[config.mk]
export PLATFORM = sky130hd
export DESIGN_NAME = ddpp_ramp
export DESIGN_NICKNAME = d
export VERILOG_FILES = /design/src/ddpp_pkg.sv /design/src/ddpp_div_step.sv /design/src/ddpp_ramp.sv
export SDC_FILE = /design/constraint.sdc
export NUM_CORES = 2
export LEC_CHECK = 0
export BUFFER_PORTS_ARGS = -buffer_cell sky130_fd_sc_hd__buf_2
export CAP_MARGIN = 40
export CORE_MARGIN = 3
export CORE_UTILIZATION = 34
export DETAILED_ROUTE_END_ITERATION = 7
export SLEW_MARGIN = 20
export SYNTH_ARGS = -nofsm -noshare
export SYNTH_HDL_FRONTEND = slang
export SYNTH_SLANG_ARGS = --single-unit
export TNS_END_PERCENT = 50
[constraint.sdc]
create_clock -name clock -period 21.5 [get_ports clock]
set_input_delay 2.15 -clock clock [delete_from_list [all_inputs] [get_ports clock]]
set_output_delay 2.15 -clock clock [all_outputs]
set_load 0.02 [all_outputs]
[src/ddpp_pkg.sv]
// ============================================================================
// ddpp_pkg - shared types and constants of the drive distance power profiler
// Field widths, configuration register indexes and the pipeline control word.
// ============================================================================
package ddpp_pkg;

   localparam int MOTORS_PER_SIDE = 4;
   localparam int MOTOR_COUNT     = 2 * MOTORS_PER_SIDE;
   localparam int AVG_SHIFT       = $clog2(MOTOR_COUNT);

   localparam int TARGET_W = 24;
   localparam int POWER_W  = 7;
   localparam int DRIVE_W  = 8;
   localparam int QUOT_W   = POWER_W;
   localparam int PROD_W   = POWER_W + TARGET_W;
   localparam int NUM_W    = PROD_W + TARGET_W + 2;
   localparam int TSQ_W    = 2 * TARGET_W;

   localparam int CSR_IDX_W  = 3;
   localparam int CSR_DATA_W = TARGET_W;

   localparam logic [CSR_IDX_W-1:0] CSR_PROFILE_MODE   = CSR_IDX_W'(0);
   localparam logic [CSR_IDX_W-1:0] CSR_TARGET_TICKS   = CSR_IDX_W'(1);
   localparam logic [CSR_IDX_W-1:0] CSR_CONSTANT_POWER = CSR_IDX_W'(2);
   localparam logic [CSR_IDX_W-1:0] CSR_MIN_POWER      = CSR_IDX_W'(3);
   localparam logic [CSR_IDX_W-1:0] CSR_MAX_POWER      = CSR_IDX_W'(4);

   localparam logic MODE_CONSTANT  = 1'b0;
   localparam logic MODE_PARABOLIC = 1'b1;

   typedef struct packed {
      logic vld;
      logic done;
   } ctl_type;

endpackage

[src/ddpp_div_step.sv]
// ============================================================================
// ddpp_div_step - one restoring division stage
// Resolves one quotient bit of numerator / target squared per cycle.
// ============================================================================
module ddpp_div_step #(
   parameter int BIT = 0
) (
   input  logic                           clock,
   input  logic                           reset,
   input  ddpp_pkg::ctl_type              ctl_i,
   input  logic [ddpp_pkg::NUM_W-1:0]     rem_i,
   input  logic [ddpp_pkg::QUOT_W-1:0]    quot_i,
   input  logic [ddpp_pkg::TSQ_W-1:0]     tsq,
   output ddpp_pkg::ctl_type              ctl_o,
   output logic [ddpp_pkg::NUM_W-1:0]     rem_o,
   output logic [ddpp_pkg::QUOT_W-1:0]    quot_o
);
   import ddpp_pkg::*;

   ctl_type            ctl_ff;
   logic [NUM_W-1:0]   divisor;
   logic [NUM_W-1:0]   rem_in, rem_ff;
   logic [QUOT_W-1:0]  quot_in, quot_ff;

   assign divisor = NUM_W'(tsq) << BIT;

   always_comb begin
      rem_in  = rem_i;
      quot_in = quot_i;
      if (rem_i >= divisor) begin
         rem_in  = rem_i - divisor;
         quot_in = quot_i | (QUOT_W'(1) << BIT);
      end
   end

   always_ff @(posedge clock) begin
      if (reset) begin
         ctl_ff <= '0;
      end else begin
         ctl_ff <= ctl_i;
      end
   end

   always_ff @(posedge clock) begin
      rem_ff  <= rem_in;
      quot_ff <= quot_in;
   end

   assign ctl_o  = ctl_ff;
   assign rem_o  = rem_ff;
   assign quot_o = quot_ff;

endmodule

[src/ddpp_ramp.sv]
// ============================================================================
// ddpp_ramp - parabolic ramp datapath
// Compares distance with target, forms 4*A*d*(T-d) over two multiply stages
// and divides it by T*T in a chain of one-bit division stages.
// ============================================================================
module ddpp_ramp #(
   parameter int POS_WIDTH = 24
) (
   input  logic                           clock,
   input  logic                           reset,
   input  logic                           in_vld,
   input  logic [POS_WIDTH-1:0]           travel,
   input  logic [ddpp_pkg::TARGET_W-1:0]  t_abs,
   input  logic [ddpp_pkg::TSQ_W-1:0]     tsq,
   input  logic [ddpp_pkg::POWER_W-1:0]   amp,
   output ddpp_pkg::ctl_type              out_ctl,
   output logic [ddpp_pkg::QUOT_W-1:0]    quot
);
   import ddpp_pkg::*;

   localparam int EXT_W = (POS_WIDTH > TARGET_W) ? POS_WIDTH : TARGET_W;

   ctl_type              ctl4_in, ctl4_ff, ctl5_ff;
   logic [EXT_W-1:0]     d_ext, t_ext;
   logic [TARGET_W-1:0]  d_t;
   logic [PROD_W-1:0]    ad_in, ad_ff;
   logic [TARGET_W-1:0]  tmd_in, tmd_ff;
   logic [NUM_W-1:0]     num_in, num_ff;

   ctl_type              ctl_c  [QUOT_W+1];
   logic [NUM_W-1:0]     rem_c  [QUOT_W+1];
   logic [QUOT_W-1:0]    quot_c [QUOT_W+1];

   // done check; below the target d fits the target width
   assign d_ext        = EXT_W'(travel);
   assign t_ext        = EXT_W'(t_abs);
   assign d_t          = d_ext[TARGET_W-1:0];
   assign ctl4_in.vld  = in_vld;
   assign ctl4_in.done = (d_ext >= t_ext);
   assign ad_in        = PROD_W'(amp) * PROD_W'(d_t);
   assign tmd_in       = t_abs - d_t;

   assign num_in = {(NUM_W-2)'((NUM_W-2)'(ad_ff) * (NUM_W-2)'(tmd_ff)), 2'b00};

   always_ff @(posedge clock) begin
      if (reset) begin
         ctl4_ff <= '0;
         ctl5_ff <= '0;
      end else begin
         ctl4_ff <= ctl4_in;
         ctl5_ff <= ctl4_ff;
      end
   end

   always_ff @(posedge clock) begin
      ad_ff  <= ad_in;
      tmd_ff <= tmd_in;
      num_ff <= num_in;
   end

   assign ctl_c[0]  = ctl5_ff;
   assign rem_c[0]  = num_ff;
   assign quot_c[0] = '0;

   // most significant quotient bit first
   for (genvar g = 0; g < QUOT_W; g++) begin : g_div
      ddpp_div_step #(
         .BIT (QUOT_W - 1 - g)
      ) u_step (
         .clock  (clock),
         .reset  (reset),
         .ctl_i  (ctl_c[g]),
         .rem_i  (rem_c[g]),
         .quot_i (quot_c[g]),
         .tsq    (tsq),
         .ctl_o  (ctl_c[g+1]),
         .rem_o  (rem_c[g+1]),
         .quot_o (quot_c[g+1])
      );
   end

   assign out_ctl = ctl_c[QUOT_W];
   assign quot    = quot_c[QUOT_W];

endmodule

==> implementation parameters <==
Parameter                              Value

Outcome
  Status ... complete, no violations

Timing
  Maximum clock skew at final layout ... ~0.041 ns
  Shortest period the worst path allows ... between 8 and 9 ns
  Max-slew headroom at the worst pin ... around two fifths
  Number of hold-slack violations in the final timing report ... 0
  Setup TNS Final ... 0 ns
  Fmax ... around 120 MHz
  Final cycle utilization of the critical path ... a little under two fifths
  Endpoints failing setup ... 0
  Number of pins exceeding their max-slew limit in the final report ... 0
  Slew of the pin with the lowest slew margin ... between 0.9 and 1 ns
  Setup repair after global routing missed its margin ... no

CTS
  Count of hold buffers inserted by post-cts repair ... 0
  Number of CTS-inserted buffers ... 67
  Root cell of the clock tree ... clkbuf_16
  Clock Sink Count ... between 400 and 500
  Worst skew pair latency ... just under 0.7 ns
  TritonCTS clock tree ... yes
  Number of gates resized after CTS ... 0
  Post-CTS setup-driven buffer insertion count ... 0
  Clock transition at the registers of the reported paths ... around 0.06 ns
  Number of buffers on the longest clock path ... 3
  # H-tree levels ... 3

Worst setup path
  Reg2Reg Setup Slack ... between 10 and 15 ns
  Worst path arrival time ... ~8.6 ns
  Endpoint kind of the worst setup timing path ... flip-flop
  Worst path most repeated cell ... fa_1
  Reg-to-reg critical path startpoint ... ad_ff[16]
  Critical-path maximum fanout ... 19
  Stage delay of the slowest cell on the critical path ... 0.62 ns
  Critical Path Stages ... 27
  FF-to-FF End ... num_ff[55]
  Worst setup path endpoint ... num_ff[55]
  Data required time at the worst endpoint ... 22.08 ns
  Critical path's top delay family ... adder cells
  Slowest cell on the critical path ... o311ai_0
  Cell depth of the worst flop-to-flop path ... 27
  Buffers plus inverters on the worst setup path ... 7
  Critical Path Source Type ... flip-flop
  Category of the critical setup timing path ... reg2reg
  Crit path from ... ad_ff[16]

Final layout
  Area grow syn2layout ... 9.084%
  NumNets Final ... a little under 9,000
  Share of post-route cells with drive strength above 1 ... slightly below 5%
  Number of standard cells in the final layout excluding fillers ... between 9,000 and 10,000

Logic synthesis
  Warnings, synthesis ... 0
  Count of flip-flops with a built-in enable after synthesis ... 0
  Number of synthesized register bits ... between 400 and 500
  Netlist Area Pre-Place ... between 0.06 and 0.07 mm^2
  Fraction of registers with async set/reset ... 0%
  Number of distinct library cell variants in the gate-level netlist after synthesis ... 84
  Syn_nets ... 8,736
  Post-synthesis sequential area ratio ... between 10% and 20%
  Dominant register cell in the synthesized netlist ... dfxtp_1
  Avg Inst Size Synth ... roughly 8.4 um^2
  Post-synthesis cell count ... 7,289

Floorplanning
  Die span in y ... ~430 um
  Die ar. ... 0.1842 mm^2
  Die span in x ... 429.2 um
  Initial Utilization ... approximately 34%
  Total number of placement rows ... about 150
  Core area ... between 0.15 and 0.2 mm^2
  I/O pins ... approximately 120

Placed design
  # placed instances ... 9,478
  Routability congestion estimate from global placement ... slightly below 0.9
  Estimated wirelength of the detail-placed design ... 141.4 mm
  Port-buffer cells ... roughly 110

GRT
  Most used routing layer ... met2
  Overall fraction of global-route tracks in use ... approximately a fifth
  Remaining global-route overflow ... 0
  Global-route wire length before repair ... roughly 280 mm
  Antenna violations before repair ... 5
  Met1 capacity usage during global routing ... 23.83%
  Met3 Usage GRT ... roughly 2.9%
  Maximum number of pins on one net before global-route repair ... 93
  Number of global-route vias before repair ... between 50,000 and 60,000
  Met2 usage ... between 30% and 40%

Worst hold path
  Worst Hold Class ... reg2reg

Drt
  1st-iter DRT viols ... 3,307
  Post-DR vias/cell ... between 5 and 6
  Detailed-route via count ... around 49,000
  Antenna Violating Nets Remaining ... 0
  Post-route DRC violation count ... 0
  Total Wirelength ... 176.6 mm
  Number of detailed-route iterations in the first pass ... 6
  Avg WL per Cell ... 18.39 um

Job
  MaxCap Viol Count ... 0
-- cells in the final DEF, fill, tap and decap left out, drive strengths merged, types with 59 or more instances in the layout --
cell type and n:
nor2b 78, ha 589, nor3 64, a21oi 499, xnor2 241, nand2 921, dfxtp 487, inv 952
nand3 95, fa 752, o21bai 60, and2 458, o21ai 402, clkbuf 84, nand4 111, xor2 150
nor2 319, a21o 231, nand2b 59, buf 189
-- state kept, by name, summed over array words and instances (netlist names) --
name / cells
ctl4_ff: 2
g_div.u_step.rem_o: 331
ad_ff: 31
g_div.u_step.quot_o: 28
g_div.u_step.ctl_o: 14
num_ff: 55
ctl5_ff: 2
tmd_ff: 24
-- through the flow --
stage	hold WS (ns)	cell area, um^2	utilization (%)	setup WS, ns
floorplan	0.3096	60880	-	14.48
global placement	0.3116	63570	35.90	13.31
detailed placement	0.3121	63800	36.03	13.54
CTS	0.3238	66320	37.46	13.47
global route	0.3328	66400	37.50	13.04
finish	0.3203	66410	37.50	13.43
-- layer usage --
layer | up-vias | share of wire [%]
li1 | 23778 | -
met1 | 24082 | 43
met2 | 1332 | 48
met3 | 294 | 5.3
met4 | 0 | 4.1
met5 | - | 0
-- logic make-up (layout without fill, tap and decap cells) --
group	Yosys count	after routing	synth area share, %
AND/OR/NAND/NOR	2233	2233	17.65
buffers and inverters	1284	1259	7.966
flip-flops	487	487	16.01
AO/OA/AOI/OAI	1531	1531	15.52
XOR/XNOR	391	391	5.625
adder cells (fa/ha/maj)	1341	1341	36.83
other	0	3	0
multiplexers	22	22	0.3966
-- synth_stat cells (all sizes together), types with 15 or more instances --
| library cell | n | area share (%) |
|---|---|---|
| a21oi | 499 | 4.1 |
| inv | 945 | 5.8 |
| nand4 | 111 | 1.1 |
| buf | 32 | 0.25 |
| o21bai | 60 | 0.74 |
| dfxtp | 487 | 16 |
| fa | 752 | 25 |
| clkbuf | 305 | 1.9 |
| and2 | 458 | 4.7 |
| o21a | 44 | 0.54 |
| xor2 | 150 | 2.2 |
| nor2 | 319 | 2.0 |
| ha | 589 | 12 |
| a211oi | 37 | 0.47 |
| o31ai | 31 | 0.38 |
| a21boi | 17 | 0.21 |
| xnor2 | 241 | 3.5 |
| nand3 | 95 | 0.78 |
| o21ai | 402 | 3.3 |
| o211ai | 15 | 0.18 |
| a21o | 231 | 2.8 |
| nand2b | 59 | 0.61 |
| nor3 | 64 | 0.53 |
| mux2 | 17 | 0.31 |
| nor4 | 28 | 0.29 |
| or3 | 15 | 0.15 |
| nor2b | 78 | 0.80 |
| and3 | 42 | 0.43 |
| a31oi | 57 | 0.60 |
| nand2 | 921 | 5.7 |
-- worst min-delay path by stage --
stage / start / to / cells past startpoint
after floorplan: g_div[0].u_step.quot_o[6] / g_div[1].u_step.quot_o[6] / 0
after global placement: g_div[2].u_step.quot_o[6] / g_div[3].u_step.quot_o[6] / 0
after detailed placement: g_div[3].u_step.quot_o[6] / g_div[4].u_step.quot_o[6] / 0
after CTS: g_div[1].u_step.quot_o[6] / g_div[2].u_step.quot_o[6] / 0
after global routing: g_div[1].u_step.quot_o[6] / g_div[2].u_step.quot_o[6] / 0
final: g_div[1].u_step.quot_o[6] / g_div[2].u_step.quot_o[6] / 0
-- final cells by class --
type | count | area [um^2]
clock inverter | 38 | 644.4
antenna | 3 | 7.507
tap | 2340 | 2928
clock buffer | 84 | 1881
fill | 18021 | 110700
multi-input combinational | 5518 | 46330
timing repair buffer | 190 | 1313
inverter | 947 | 3555
sequential | 487 | 9753
Power is not shown: default switching activity piles up to over one toggle a cycle in this logic, so the estimate is an artifact.
