==> src/ddpp_pkg.sv <==
// ============================================================================
// ddpp_pkg - shared types and constants of the drive distance power profiler
// Field widths, configuration register indexes and the pipeline control word.
// ============================================================================
package ddpp_pkg;

   localparam int MOTORS_PER_SIDE = 4;
   localparam int MOTOR_COUNT     = 2 * MOTORS_PER_SIDE;
   localparam int AVG_SHIFT       = $clog2(MOTOR_COUNT);

   localparam int TARGET_W = 24;
   localparam int POWER_W  = 7;
   localparam int DRIVE_W  = 8;
   localparam int QUOT_W   = POWER_W;
   localparam int PROD_W   = POWER_W + TARGET_W;
   localparam int NUM_W    = PROD_W + TARGET_W + 2;
   localparam int TSQ_W    = 2 * TARGET_W;

   localparam int CSR_IDX_W  = 3;
   localparam int CSR_DATA_W = TARGET_W;

   localparam logic [CSR_IDX_W-1:0] CSR_PROFILE_MODE   = CSR_IDX_W'(0);
   localparam logic [CSR_IDX_W-1:0] CSR_TARGET_TICKS   = CSR_IDX_W'(1);
   localparam logic [CSR_IDX_W-1:0] CSR_CONSTANT_POWER = CSR_IDX_W'(2);
   localparam logic [CSR_IDX_W-1:0] CSR_MIN_POWER      = CSR_IDX_W'(3);
   localparam logic [CSR_IDX_W-1:0] CSR_MAX_POWER      = CSR_IDX_W'(4);

   localparam logic MODE_CONSTANT  = 1'b0;
   localparam logic MODE_PARABOLIC = 1'b1;

   typedef struct packed {
      logic vld;
      logic done;
   } ctl_type;

endpackage

==> src/ddpp_dist.sv <==
// ============================================================================
// ddpp_dist - distance front end
// Sums the encoder positions per side, then in total, and takes the magnitude
// of the average (truncated toward zero) as the distance travelled.
// ============================================================================
module ddpp_dist #(
   parameter int POS_WIDTH = 24
) (
   input  logic                        clock,
   input  logic                        reset,
   input  logic                        in_vld,
   input  logic signed [POS_WIDTH-1:0] pos [ddpp_pkg::MOTOR_COUNT],
   output logic                        out_vld,
   output logic [POS_WIDTH-1:0]        travel
);
   import ddpp_pkg::*;

   localparam int SUM_W = POS_WIDTH + AVG_SHIFT;

   logic                    vld1_ff, vld2_ff, vld3_ff;
   logic signed [SUM_W-1:0] lsum_in, rsum_in, lsum_ff, rsum_ff;
   logic signed [SUM_W-1:0] sum_in, sum_ff;
   logic [SUM_W-1:0]        mag;
   logic [POS_WIDTH-1:0]    dist_in, dist_ff;

   // side sums
   always_comb begin
      lsum_in = '0;
      rsum_in = '0;
      for (int i = 0; i < MOTORS_PER_SIDE; i++) begin
         lsum_in = lsum_in + SUM_W'(pos[i]);
         rsum_in = rsum_in + SUM_W'(pos[i + MOTORS_PER_SIDE]);
      end
   end

   assign sum_in = lsum_ff + rsum_ff;

   // magnitude of the sum, then drop the low bits: |trunc(sum/N)| == |sum| >> log2(N)
   assign mag     = sum_ff[SUM_W-1] ? SUM_W'(-sum_ff) : SUM_W'(sum_ff);
   assign dist_in = mag[SUM_W-1:AVG_SHIFT];

   always_ff @(posedge clock) begin
      if (reset) begin
         vld1_ff <= 1'b0;
         vld2_ff <= 1'b0;
         vld3_ff <= 1'b0;
      end else begin
         vld1_ff <= in_vld;
         vld2_ff <= vld1_ff;
         vld3_ff <= vld2_ff;
      end
   end

   always_ff @(posedge clock) begin
      lsum_ff <= lsum_in;
      rsum_ff <= rsum_in;
      sum_ff  <= sum_in;
      dist_ff <= dist_in;
   end

   assign out_vld = vld3_ff;
   assign travel  = dist_ff;

endmodule

==> config.mk <==
export PLATFORM = sky130hd
export DESIGN_NAME = ddpp_dist
export DESIGN_NICKNAME = d
export VERILOG_FILES = /design/src/ddpp_pkg.sv /design/src/ddpp_dist.sv
export SDC_FILE = /design/constraint.sdc
export NUM_CORES = 1
export LEC_CHECK = 0
export CORE_ASPECT_RATIO = 1.1
export CORE_UTILIZATION = 45
export DETAILED_ROUTE_END_ITERATION = 10
export DONT_BUFFER_PORTS = 1
export MAX_ROUTING_LAYER = met4
export PLACE_DENSITY = 0.71
export SYNTH_ARGS = -nofsm -noshare
export SYNTH_HDL_FRONTEND = slang
export SYNTH_SLANG_ARGS = --single-unit
export TNS_END_PERCENT = 30
==> constraint.sdc <==
create_clock -name clock -period 3.9 [get_ports clock]
set_clock_uncertainty 0.1 [all_clocks]
set_input_delay 0.195 -clock clock [delete_from_list [all_inputs] [get_ports clock]]
set_output_delay 0.195 -clock clock [all_outputs]
set_load 0.02 [all_outputs]
==> results of run 1 <==
## cell families after synthesis
kind of cell,count (synthesis),synth area share (%)
simple gates,198,10.2
buf+inv,331,12.7
flops,108,22.1
fa+ha+maj,177,30.3
mux,1,0.102
compound gates,257,17.1
xor+xnor,84,7.53
## cell type report
class                   count  share of cell area, %
repair buffers              6                  0.530
inverters                 307                   11.1
flip-flops and latches    108                   20.8
clock buffers              10                   2.30
multi-input cells         717                   61.3
well taps                 290                   3.49
clock inverters             6                  0.530
## layout by cell type, fill, tap and decap left out, types with 3 or more instances in the layout
cell type	count
or3_1	3
a31oi_1	9
nor2b_1	12
xor2_1	14
dfxtp_1	108
inv_8	3
o21bai_1	14
a21oi_1	72
o311ai_0	4
ha_1	78
a211oi_1	11
nand2_1	49
nor2_1	59
o22ai_1	3
nor4_1	4
nand3_1	16
nand4_1	9
xnor2_1	70
o2111ai_1	3
o21a_1	10
o21ai_0	43
clkbuf_16	9
fa_1	99
and3_1	5
nand2b_1	10
o211ai_1	9
or2_2	3
a21o_1	41
and2_1	4
a221oi_1	5
nor3_1	11
or4_1	3
a41oi_1	4
a2111oi_0	3
inv_1	307
dlygate4sd3_1	4
o31ai_1	11
## cells in the mapped netlist, drive strengths merged (16+ instances only)
library cell  number  area (um^2)
nand2             49          184
a21o              41          308
o21ai             44          224
fa                99         1980
ha                78          976
nand3             16         80.1
xnor2             70          613
a21oi             72          360
clkbuf            22         82.6
nor2              59          221
inv              307         1150
dfxtp            108         2160
## through the flow
step           worst slack [ns]  utilization (%)
2_1_floorplan             0.558                -
6_report                  0.558             48.8
4_1_cts                   0.554             48.8
3_5_place_dp              0.231             47.2
3_3_place_gp              0.287             47.2
5_1_grt                   0.337             48.8
## routing by layer
layer  wire (um)  part of all wire, %
met4         388                  2.0
met3         675                  3.6
met5           0                    0
met2        9690                   51
met1        8250                   43
## flip-flops by register name (all words and copies together) (netlist names)
signal	cells
lsum_ff	27
rsum_ff	27
sum_ff	27
travel	24
out_vld	1
vld1_ff	1
vld2_ff	1
## worst paths after layout
check        startpoint          end  slack (ns)
max              pos[1]  rsum_ff[23]        0.56
min            pos[144]   lsum_ff[0]        0.03
max reg2reg  rsum_ff[0]   sum_ff[20]        0.77
min reg2reg     vld2_ff      out_vld        0.34
## repair_timing
item | 4_1_cts | 5_1_grt
buffers inserted | 0 | 0
hold buffers | 4 | 0
gates resized for setup | 0 | 0
endpoints found under the hold margin | 5 | 0
## power by group through the flow
stage | combinational, mW | clock, mW | sequential (mW)
2_1_floorplan | 4.14 | 0 | 2.15
3_3_place_gp | 5.07 | 0 | 2.37
3_5_place_dp | 5.12 | 0 | 2.38
4_1_cts | 5.16 | 0.911 | 2.36
5_1_grt | 5.85 | 0.955 | 2.39
6_report | 5.15 | 0.886 | 2.34
==> metrics list, run 1 <==
- Status: completed
- The critical path contains buffers and inverters numbering 3 combined.
- Starting utilization of the core area: 45.9%
* Count of TritonRoute iterations in the first routing pass: 5
- Busiest layer in global routing: met2
- The internal portion of the total power is about 4.5 mW.
* Clock latency reported for the late side of the worst-skew pair: 0.35 ns
- After synthesis, the netlist uses 56 different library cells.
- In this design, the largest share of critical-path delay is due to adder cells.
- In this run, synthesis produced a sequential element count of around 110.
- Worst-path cell chain: inv_1 > fa_1 > fa_1 > inv_1 > ha_1 > inv_1 > fa_1 > nand2b_1 > a21oi_1 > o221a_2 > o311ai_0 > nor2_1 > o41ai_1 > xnor2_1
- Routability-driven placement congestion ratio: around 0.85
- Power, Total: 8.37 mW
- Antenna diode instance count: 0
- Final worst hold slack: 0.0286 ns
- Post-layout min period: around 3.3 ns
- Antenna violations before repair: 0
* Final cell count without fillers: 1,444
- Number of clock sinks: 108
- Buffers placed on the I/O ports in this run total 0.
- The worst pin sits at a relative slew slack of 45.9%.
- Power spread over the standard cell area amounts to 805 nW/um^2.
* Maximum number of pins on one net before global-route repair: 25
* Remaining global-route overflow: 0
- Aggregate routed wire length: approximately 19,000 um
* Placeable core region: about 21,000 um^2
- Top-level I/O count: 220
- Met2 routing resource usage after global routing: 31.8%
* Static power due to leakage: 5.33 nW
* Syn nets: 1,528
- Most used flip-flop cell after synthesis: dfxtp_1
- For this block, the initial DRC count from the detailed router was 285.
- Delay of the slowest cell on the worst path: 0.58 ns
- The Yosys step of the flow raised 0 warnings.
* Clock tree from TritonCTS: built
- Finish-stage setup viols: 0
- Registers are responsible for approximately 28% of the overall power.
- Global-route wire length before repair: 31,300 um
- Summing every instance area after synthesis gives between 9000 and 10,000 um^2.
- DRC errors left: 0
* Residual antenna-violating net count after detailed routing: 0
- Final hold violation count: 0
- Global-route usage over all layers: 18.0%
* Post-synthesis average cell area: 8.45 um^2
* Number of H-tree levels: 3
- In this run the worst hold path is classified as in -> reg.
- Post-route setup TNS: 0 ns
- Worst IR drop on VDD: ~0.33 mV
* Max capacitance violation total: 0
- The clock network burns between 10% and 20% of the power.
- In this run the core area contains 56 standard-cell rows.
- In the synthesized netlist the async set-or-reset flop fraction comes to 0%.
* Post-synth EDFFs: 0
- Count of mapped cells out of synthesis: roughly 1,200
- Nature of the critical path startpoint: primary input
- Clock-pin transition on the worst setup and hold timing paths: around 0.070 ns
* GRT met1 Usage: a little over a fifth
- Post-layout nets: 1,521
* Placed instance count: 1,424
* Area of the multi-input gates: 6370 um^2
* Met3 Resource Use GR: ~2.3%
* Post-detailed-route wirelength per cell: 13.2 um
- Slowest CP cell: o311ai_0
- Total number of vias: roughly 7,300
- No sink is reached through more buffers than the 2 on the longest clock path.
* Vias per std cell: 5.04
- Net switching is roughly 46% of the power.
* Filler cell count in the final layout: 2,096
- In this run the worst path has a maximum fanout of 3.
- Max-slew violation count: 0
* Crit path required time: 4.08 ns
* Unrepaired setup endpoints after global routing: false
* Share of the yosys chip area belonging to registers: 22.1%
- Critical path endpoint category: flop
- The setup path with the least slack is of type in -> reg.
- Combinational share of power: 61.5%
- The number of cells on the worst reg-to-reg path is 10.
* Width of the die: 143 um
* Area growth syn-to-layout: 6.34%
- Clock tree synthesis inserted a total of 9 buffers.
* Layout cell share with drive strength beyond 1: 2.77%
* Die height: 157 um
* Post-detail-place hpwl: about 16,000 um
- FF/Latch Area: 2160 um^2
- The root buffer cell chosen for the clock tree is clkbuf_16.
* Maximum clock frequency: roughly 300 MHz
- In the finished design, the share of the clock period the worst path needs comes to 85.7%.
- Critical Path Stages: 14
* Number of global-route vias before repair: 6,970
- Summed area of non-filler cells in the final layout: 10,400 um^2
* Power dissipated by switching net loads: 3.89 mW
* Total die area: around 22,000 um^2
* Hold Crit Depth: 2
* Arrival time of data at the critical path endpoint: 3.52 ns
- In this run the cell area measured after placement is 10,100 um^2.
* Measured slew at the worst slew-check pin: 0.810 ns
Power figures use the tool's default switching activity.
==> run 2, diff against run 1 <==
--- a/config.mk
+++ b/config.mk
@@ -5,12 +5,13 @@
 export SDC_FILE = /design/constraint.sdc
 export NUM_CORES = 1
 export LEC_CHECK = 0
+export BUFFER_PORTS_ARGS = -buffer_cell sky130_fd_sc_hd__buf_4
 export CORE_ASPECT_RATIO = 1.1
 export CORE_UTILIZATION = 45
 export DETAILED_ROUTE_END_ITERATION = 10
-export DONT_BUFFER_PORTS = 1
+export GPL_TIMING_DRIVEN = 0
 export MAX_ROUTING_LAYER = met4
-export PLACE_DENSITY = 0.71
+export PLACE_DENSITY = 0.79
 export SYNTH_ARGS = -nofsm -noshare
 export SYNTH_HDL_FRONTEND = slang
 export SYNTH_SLANG_ARGS = --single-unit
==> run 2 against run 1 <==
  * Worst hold slack improved by 0.11 ns
  * Clock power fell by 2%
  * Highest routed layer unchanged
  * Worst setup slack got worse by 0.26 ns
  * Power rose by 3.4%
  * Largest power group unchanged
  * Non-clock buffer count rose by 241
==> metrics list, run 2 (same netlist as run 1, synthesis figures left out) <==
- Maximum number of pins on one net before global-route repair: 18 (was 25)
* Antenna diode instance count: 0 (unchanged)
- Critical path endpoint category: flop (unchanged)
- The destination of the worst hold path is rsum_ff[0] (was lsum_ff[0]).
- Unrepaired setup endpoints after global routing: false (unchanged)
- Max-slew violation count: 0 (unchanged)
* Static power due to leakage: 6.40 nW (was 5.33 nW)
* Violation count after the first detailed-route iteration: 318 (was 285)
- Antenna violations before repair: 0 (unchanged)
* Crit path required time: 4.06 ns (was 4.08 ns)
* Starting utilization of the core area: 45.9% (unchanged)
- Clock-pin transition on the worst setup and hold timing paths: 0.07 ns (about the same)
- The number of vias per cell is 4.83 (was 5.04).
- Row cnt: 56 (unchanged)
- Worst reg2reg startpoint: rsum_ff[7] (was rsum_ff[0])
* Status: completed (unchanged)
* Clock root buffer: clkbuf_16 (unchanged)
- Final hold violation count: 0 (unchanged)
* Clock latency reported for the late side of the worst-skew pair: 0.34 ns (was 0.35 ns)
- Top library cells by usage in the layout, fill and taps aside: 307 x inv_1, 219 x buf_4, 108 x dfxtp_1 (was 307 x inv_1, 108 x dfxtp_1, 99 x fa_1)
- Max capacitance violation total: 0 (unchanged)
- Final worst hold slack: 0.138 ns (was 0.0286 ns)
- Min-Delay Startpoint: pos[48] (was pos[144])
- Routability-driven placement congestion ratio: 0.862 (was 0.846)
* Cell count of the worst reg-to-reg path: 8 (was 10)
* Maximum fanout encountered on the critical timing path: 6 (was 3)
- The ratio of cells with drive above 1 in the final layout came to 17.8% (was 2.77%).
* Top-level I/O count: 220 (unchanged)
- Clock tree from TritonCTS: built (unchanged)
- The leading cell type in the layout, fill and taps excluded is inv_1 (unchanged).
- Number of global-route vias before repair: 7,986 (was 6,970)
- Hold Crit Depth: 3 (was 2)
* Remaining global-route overflow: 0 (unchanged)
* Period utilisation layout: 92.2% (was 85.7%)
* Worst reg2reg setup slack: 0.89 ns (was 0.77 ns)
* Finish-stage setup viols: 0 (unchanged)
- Largest registers: lsum_ff: 27 flops, rsum_ff: 27 flops, sum_ff: 27 flops (unchanged).
- Placeable core region: 21,300 um^2 (unchanged)
- DRC errors left: 0 (unchanged)
- The average wire per standard cell was 12.1 um (was 13.2 um).
- The area enclosed by the die boundary was 22,300 um^2 (unchanged).
* Worst slew margin relative to its limit: 45.0% (was 45.9%)
* Measured slew at the worst slew-check pin: 0.804 ns (was 0.810 ns)
- The die boundary width is 143 um (unchanged).
- Worst IR drop on VDD: 0.307 mV (was 0.330 mV)
* Number of clock sinks: 108 (unchanged)
- The post-layout net count is 1,762 (was 1,521).
- Buffer levels on the longest clock path: 2 (unchanged)
- The count of buffers inserted at the top-level ports came to 219 (was 0).
- Aggregate routed wire length: 20,400 um (was 19,000 um)
- The global-route usage over all layers came to 19.4% (was 18.0%).
* Global-route wire length before repair: 34,200 um (was 31,300 um)
* Maximum clock frequency: 278 MHz (was 299 MHz)
- The number of iterations in the first detailed-routing pass was 5 (unchanged).
* Number of H-tree levels: 3 (unchanged)
- The vertical die dimension is 157 um (unchanged).
* Hold Crit Class: in -> reg (unchanged)
* Final cell count without fillers: 1,685 (was 1,444)
- The type of the worst setup path was in -> reg (unchanged).
- The post-route antenna net violation count was 0 (unchanged).
- The total number of vias is 8,138 (was 7,280).
- The placed wire-length estimate after detailed placement came to 17,700 um (was 16,300 um).
- The data arrival time of the critical path was 3.76 ns (was 3.52 ns).
- Reg-to-reg critical path endpoint: sum_ff[19] (was sum_ff[20])
* Nature of the critical path startpoint: primary input (unchanged)
- Total power divided by cell area: 715 nW/um^2 (was 805 nW/um^2)
- Placed instance count: 1,665 (was 1,424)
* Area growth syn-to-layout: 23.9% (was 6.34%)
- The time the final worst path needs with I/O delays and setup is 3.60 ns (was 3.34 ns).
* Clock buffer count from CTS: 9 (unchanged)
==> run 2: layer usage <==
layer | vias up | global-route usage (%) | wire length (um)
met5 | - | - | 0
met4 | 0 | 5.79 | 528
met3 | 29 | 2.57 | 825
met2 | 178 | 36.0 | 10700
met1 | 3768 | 21.5 | 8370
li1 | 4163 | - | -
==> run 2: worst max path at each step <==
stage               startpoint           to  cells after the start
finish                 pos[25]  rsum_ff[23]                     15
global route           pos[25]  rsum_ff[23]                     15
CTS                    pos[25]  rsum_ff[23]                     15
detailed placement     pos[97]  lsum_ff[23]                     14
global placement        pos[1]  rsum_ff[23]                     15
floorplan               pos[1]  rsum_ff[23]                     14
==> run 2: cell type report <==
cell class / count / area [um^2]
plain buffers: 24 / 92.6
clock buffers: 13 / 260
clock inverters: 3 / 26.3
fillers: 1986 / 9190
inverters: 307 / 1150
multi-input cells: 717 / 6370
flip-flops and latches: 108 / 2160
well taps: 290 / 363
repair buffers: 223 / 1680
==> run 2: critical path: stages <==
cell and delay (ns):
buf_4 0.11, inv_1 0.08, fa_1 0.45, fa_1 0.49, inv_1 0.04, ha_1 0.23
inv_1 0.10, fa_1 0.20, nand2b_1 0.14, a21oi_1 0.10, o221a_2 0.33, o311ai_0 0.58
nor2_1 0.13, o41ai_1 0.41, xnor2_1 0.19
==> run 2: stage by stage <==
step	utilization, %	setup WS (ns)	setup TNS [ns]	cell area, um^2	total power, mW
after floorplan	-	0.558	0	9770	6.29
after global placement	55.3	0.000362	0	11800	7.68
after detailed placement	55.3	-0.0172	-0.0172	11800	7.79
after CTS	56.8	0.311	0	12100	8.70
after global routing	56.8	0.0512	0	12100	9.51
final	56.8	0.303	0	12100	8.65
==> run 2: repair_timing <==
item | 4_1_cts | 5_1_grt
setup endpoints to repair | 0 | 0
gates resized for setup | 0 | 0
hold endpoints to repair | 5 | 0
hold buffers | 4 | 0
buffers inserted | 0 | 0
==> run 2: power breakdown <==
group          internal (mW)  leakage, nW  total, mW  switching [mW]
registers               1.76        0.910       2.11           0.354
logic                   2.50         5.35       5.67            3.17
clock network          0.476        0.141      0.870           0.394
total                   4.73         6.40       8.65            3.92
==> run 3, diff against run 2 <==
--- a/config.mk
+++ b/config.mk
@@ -5,13 +5,15 @@
 export SDC_FILE = /design/constraint.sdc
 export NUM_CORES = 1
 export LEC_CHECK = 0
+export ABC_AREA = 1
 export BUFFER_PORTS_ARGS = -buffer_cell sky130_fd_sc_hd__buf_4
 export CORE_ASPECT_RATIO = 1.1
 export CORE_UTILIZATION = 45
 export DETAILED_ROUTE_END_ITERATION = 10
 export GPL_TIMING_DRIVEN = 0
 export MAX_ROUTING_LAYER = met4
-export PLACE_DENSITY = 0.79
+export PLACE_DENSITY = 0.78
+export RECOVER_POWER = 50
 export SYNTH_ARGS = -nofsm -noshare
 export SYNTH_HDL_FRONTEND = slang
 export SYNTH_SLANG_ARGS = --single-unit
==> run 3 against run 2 <==
  * Die area rose by 17%
  * Fmax rose by 23%
  * Wire length rose by 28%
  * Core utilization fell by 1.5 points
  * Non-clock buffer count fell by 21
  * First-iteration DRC count rose by 6.3%
  * Largest power group unchanged
  * Highest routed layer unchanged
==> metrics list, run 3 <==
- The slack of the worst reg-to-reg path was 1.74 ns (was 0.89 ns).
- Cell area after synthesis: 11,400 um^2 (was 9770 um^2)
- The number of synthesized flops with an enable pin came to 0 (unchanged).
- Post-layout nets: 2,355 (was 1,762)
- The number of warning messages in the yosys log is 0 (unchanged).
- Clock latency reported for the late side of the worst-skew pair: 0.36 ns (was 0.34 ns)
* Yosys top cell area share: 18.9% (was 22.1%)
- The number of setup buffers added after CTS was 0 (unchanged).
* FF/Latch Area: 2160 um^2 (unchanged)
- The number of antenna violations at the first check in global routing was 0 (unchanged).
- Distinct cell type count after synthesis: 30 (was 56)
- Share of the yosys chip area belonging to registers: 18.9% (was 22.1%)
* Placeable core region: 24,700 um^2 (was 21,300 um^2)
- The ratio of cells with drive above 1 in the final layout is 12.8% (was 17.8%).
- The endpoint of the worst-slack reg-to-reg timing path was sum_ff[22] (was sum_ff[19]).
- The time the final worst path needs with I/O delays and setup came to 2.93 ns (was 3.60 ns).
* Period utilisation layout: 75.0% (was 92.2%)
* Starting utilization of the core area: 46.3% (was 45.9%)
- Antenna diode instance count: 0 (unchanged)
* Min-Delay Startpoint: pos[144] (was pos[48])
- The area growth from synthesis to layout came to 19.5% (was 23.9%).
- The worst path required time was 4.03 ns (was 4.06 ns).
- Nature of the critical path startpoint: primary input (unchanged)
- Worst setup margin: 0.975 ns (was 0.303 ns)
- Arrival time of data at the critical path endpoint: 3.06 ns (was 3.76 ns)
- Clock root buffer: clkbuf_16 (unchanged)
- Most common library cell in the layout ignoring fill and taps: inv_1 (unchanged)
- Clock tree from TritonCTS: built (unchanged)
- The power density over the cells is 690 nW/um^2 (was 715 nW/um^2).
* Number of clock sinks: 108 (unchanged)
* Row cnt: 60 (was 56)
* Unrepaired setup endpoints after global routing: false (unchanged)
- The top-level port count came to 220 (unchanged).
- The number of gates resized after cts came to 0 (unchanged).
- Vias per std cell: 4.56 (was 4.83)
- The number of remaining DRC errors is 0 (unchanged).
- Static power due to leakage: 8.26 nW (was 6.40 nW)
- The most instantiated library cell after synthesis is inv_1 (unchanged).
- Hold buffers post-CTS: 4 (unchanged)
* Largest registers: lsum_ff: 27 flops, rsum_ff: 27 flops, sum_ff: 27 flops (unchanged)
- The vertical die dimension is 169 um (was 157 um).
- Post-detailed-route wirelength per cell: 11.4 um (was 12.1 um)
- The post-synthesis area per instance was 6.55 um^2 (was 8.45 um^2).
* Remaining global-route overflow: 0 (unchanged)
- Hold Crit Depth: 3 (unchanged)
- The pin slew with the least headroom to its limit was 0.591 ns (was 0.804 ns).
- The cell accounting for the most synthesized area is dfxtp_1 (unchanged).
- Violation count after the first detailed-route iteration: 338 (was 318)
- Clock-pin transition on the worst setup and hold timing paths: 0.07 ns (about the same)
- Clock buffer count from CTS: 9 (unchanged)
- The worst-case vdd ir drop is 0.295 mV (was 0.307 mV).
- The sort of element at the end of the critical path was a flop (unchanged).
- Synth top cells by count: 534 x inv_1, 516 x nand2_1, 108 x dfxtp_1 (was 307 x inv_1, 108 x dfxtp_1, 99 x fa_1).
- The hold violation total from the final report came to 0 (unchanged).
- Top library cells by usage in the layout, fill and taps aside: 534 x inv_1, 518 x nand2_1, 188 x buf_4 (was 307 x inv_1, 219 x buf_4, 108 x dfxtp_1)
- Worst min-delay path endpoint: lsum_ff[0] (was rsum_ff[0])
- Filler cell count in the final layout: 2,449 (was 1,986)
- Area of the multi-input gates: 7200 um^2 (was 6370 um^2)
- Most used flip-flop cell after synthesis: dfxtp_1 (unchanged)
- The achievable frequency was 342 MHz (was 278 MHz).
- The worst slew slack as a fraction of its limit was 60.3% (was 45.0%).
- The setup slack after placement came to 0.616 ns (was -0.0172 ns).
- Finish-stage setup viols: 0 (unchanged)
- The global-route usage over all layers came to 21.7% (was 19.4%).
* Buffer levels on the longest clock path: 2 (unchanged)
- Number of buffers inserted by port buffering: 219 (unchanged)
* Maximum number of pins on one net before global-route repair: 21 (was 18)
- The share of flip-flops with an asynchronous set or reset is 0% (unchanged).
* Total number of vias: 10,500 (was 8,138)
- Status: completed (unchanged).
- Routability-driven placement congestion ratio: 0.910 (was 0.862)
- Aggregate routed wire length: 26,100 um (was 20,400 um)
* Syn nets: 2,121 (was 1,528)
- Worst reg2reg startpoint: rsum_ff[0] (was rsum_ff[7])
- The area enclosed by the die boundary came to 26,100 um^2 (was 22,300 um^2).
- The cell depth of the worst flop-to-flop path is 11 (was 8).
* Number of H-tree levels: 3 (unchanged)
- Flip-flop and latch count after synthesis: 108 (unchanged)
* Residual antenna-violating net count after detailed routing: 0 (unchanged)
* Post-detail-place hpwl: 23,600 um (was 17,700 um)
- The final count of pins violating max slew was 0 (unchanged).
* Max capacitance violation total: 0 (unchanged)
- The path class of the lowest-slack min-delay path was in -> reg (unchanged).
- The post-route setup TNS is 0 ns (unchanged).
- Cell types occupying the most area after synthesis: dfxtp_1 19%, inv_1 18%, fa_1 17% (was dfxtp_1 22%, fa_1 20%, inv_1 12%)
- Type of the worst setup path: in -> reg (unchanged)
- The wire length of the first global-routing pass came to 44,600 um (was 34,200 um).
* Maximum fanout encountered on the critical timing path: 5 (was 6)
- The post-synthesis instance total came to 1,749 (was 1,156).
- The via count of the first global-routing pass came to 10,100 (was 7,986).
- The number of iterations in the first detailed-routing pass is 5 (unchanged).
- The die boundary width is 154 um (was 143 um).
==> run 3: changes by cell type after synthesis, sizes merged, moves of 12 or more <==
cell,before,now
nand2,49,528
nor2,59,115
xor2,14,49
a21oi,72,45
inv,307,538
nor2b,12,0
o21ai,44,16
nand4,9,34
a21o,41,1
nand3,16,94
xnor2,70,9
clkbuf,22,1
==> run 3: layout make-up <==
type	instances	area share, %
multi-input combinational	1100	52.7
sequential	108	15.8
inverter	538	14.8
timing repair buffer	223	11.6
tap	310	2.84
clock buffer	10	1.75
clock inverter	6	0.467
buffer	3	0.0823
==> run 3: critical path, stage by stage <==
cell,delay (ns)
buf_4,0.08
inv_1,0.04
fa_1,0.54
fa_1,0.40
inv_1,0.06
ha_1,0.23
inv_1,0.09
fa_1,0.46
inv_1,0.11
nand3_1,0.07
nand3_1,0.21
nand2_1,0.09
nand2_1,0.18
nand3_1,0.12
nand3_1,0.08
nand2_1,0.09
==> run 3: worst max path at each step <==
stage	endpoint	slack [ns]	cells past startpoint	startpoint
finish	lsum_ff[15]	0.97	16	pos[97]
global route	lsum_ff[15]	0.77	16	pos[97]
CTS	lsum_ff[15]	0.98	16	pos[97]
detailed placement	lsum_ff[15]	0.62	16	pos[97]
global placement	lsum_ff[15]	0.64	16	pos[97]
floorplan	lsum_ff[17]	1.13	14	pos[97]
==> run 3: cell families after synthesis <==
family | synth area share, %
AND/OR/NAND/NOR | 29.8
AO/OA/AOI/OAI | 3.18
XOR/XNOR | 4.44
flip-flops | 18.9
buffers and inverters | 17.8
adder cells (fa/ha/maj) | 25.8
==> run 3: through the flow <==
step | hold slack [ns] | area, um^2 | util [%] | total power, mW | cells
6_report | 0.133 | 13700 | 55.4 | 9.43 | 2298
3_5_place_dp | 0.272 | 13500 | 54.6 | 8.70 | 2278
5_1_grt | 0.132 | 13700 | 55.4 | 10.5 | 2298
4_1_cts | 0.130 | 13800 | 56.0 | 9.63 | 2298
3_3_place_gp | 0.271 | 13500 | 54.6 | 8.60 | 2278
2_1_floorplan | 0.166 | 11400 | - | 6.83 | 1749
==> run 3: report_power, final <==
part,switching (mW),internal [mW],total (mW)
Clock,0.439,0.469,0.907
Combinational,4.22,2.28,6.50
Sequential,0.283,1.75,2.03
==> run 3: routing by layer <==
metal	vias to the layer above	global-route usage [%]	wire (um)
li1	5550	-	-
met5	-	-	0
met3	28	2.17	732
met1	4728	25.3	11400
met4	0	4.96	428
met2	183	40.1	13600
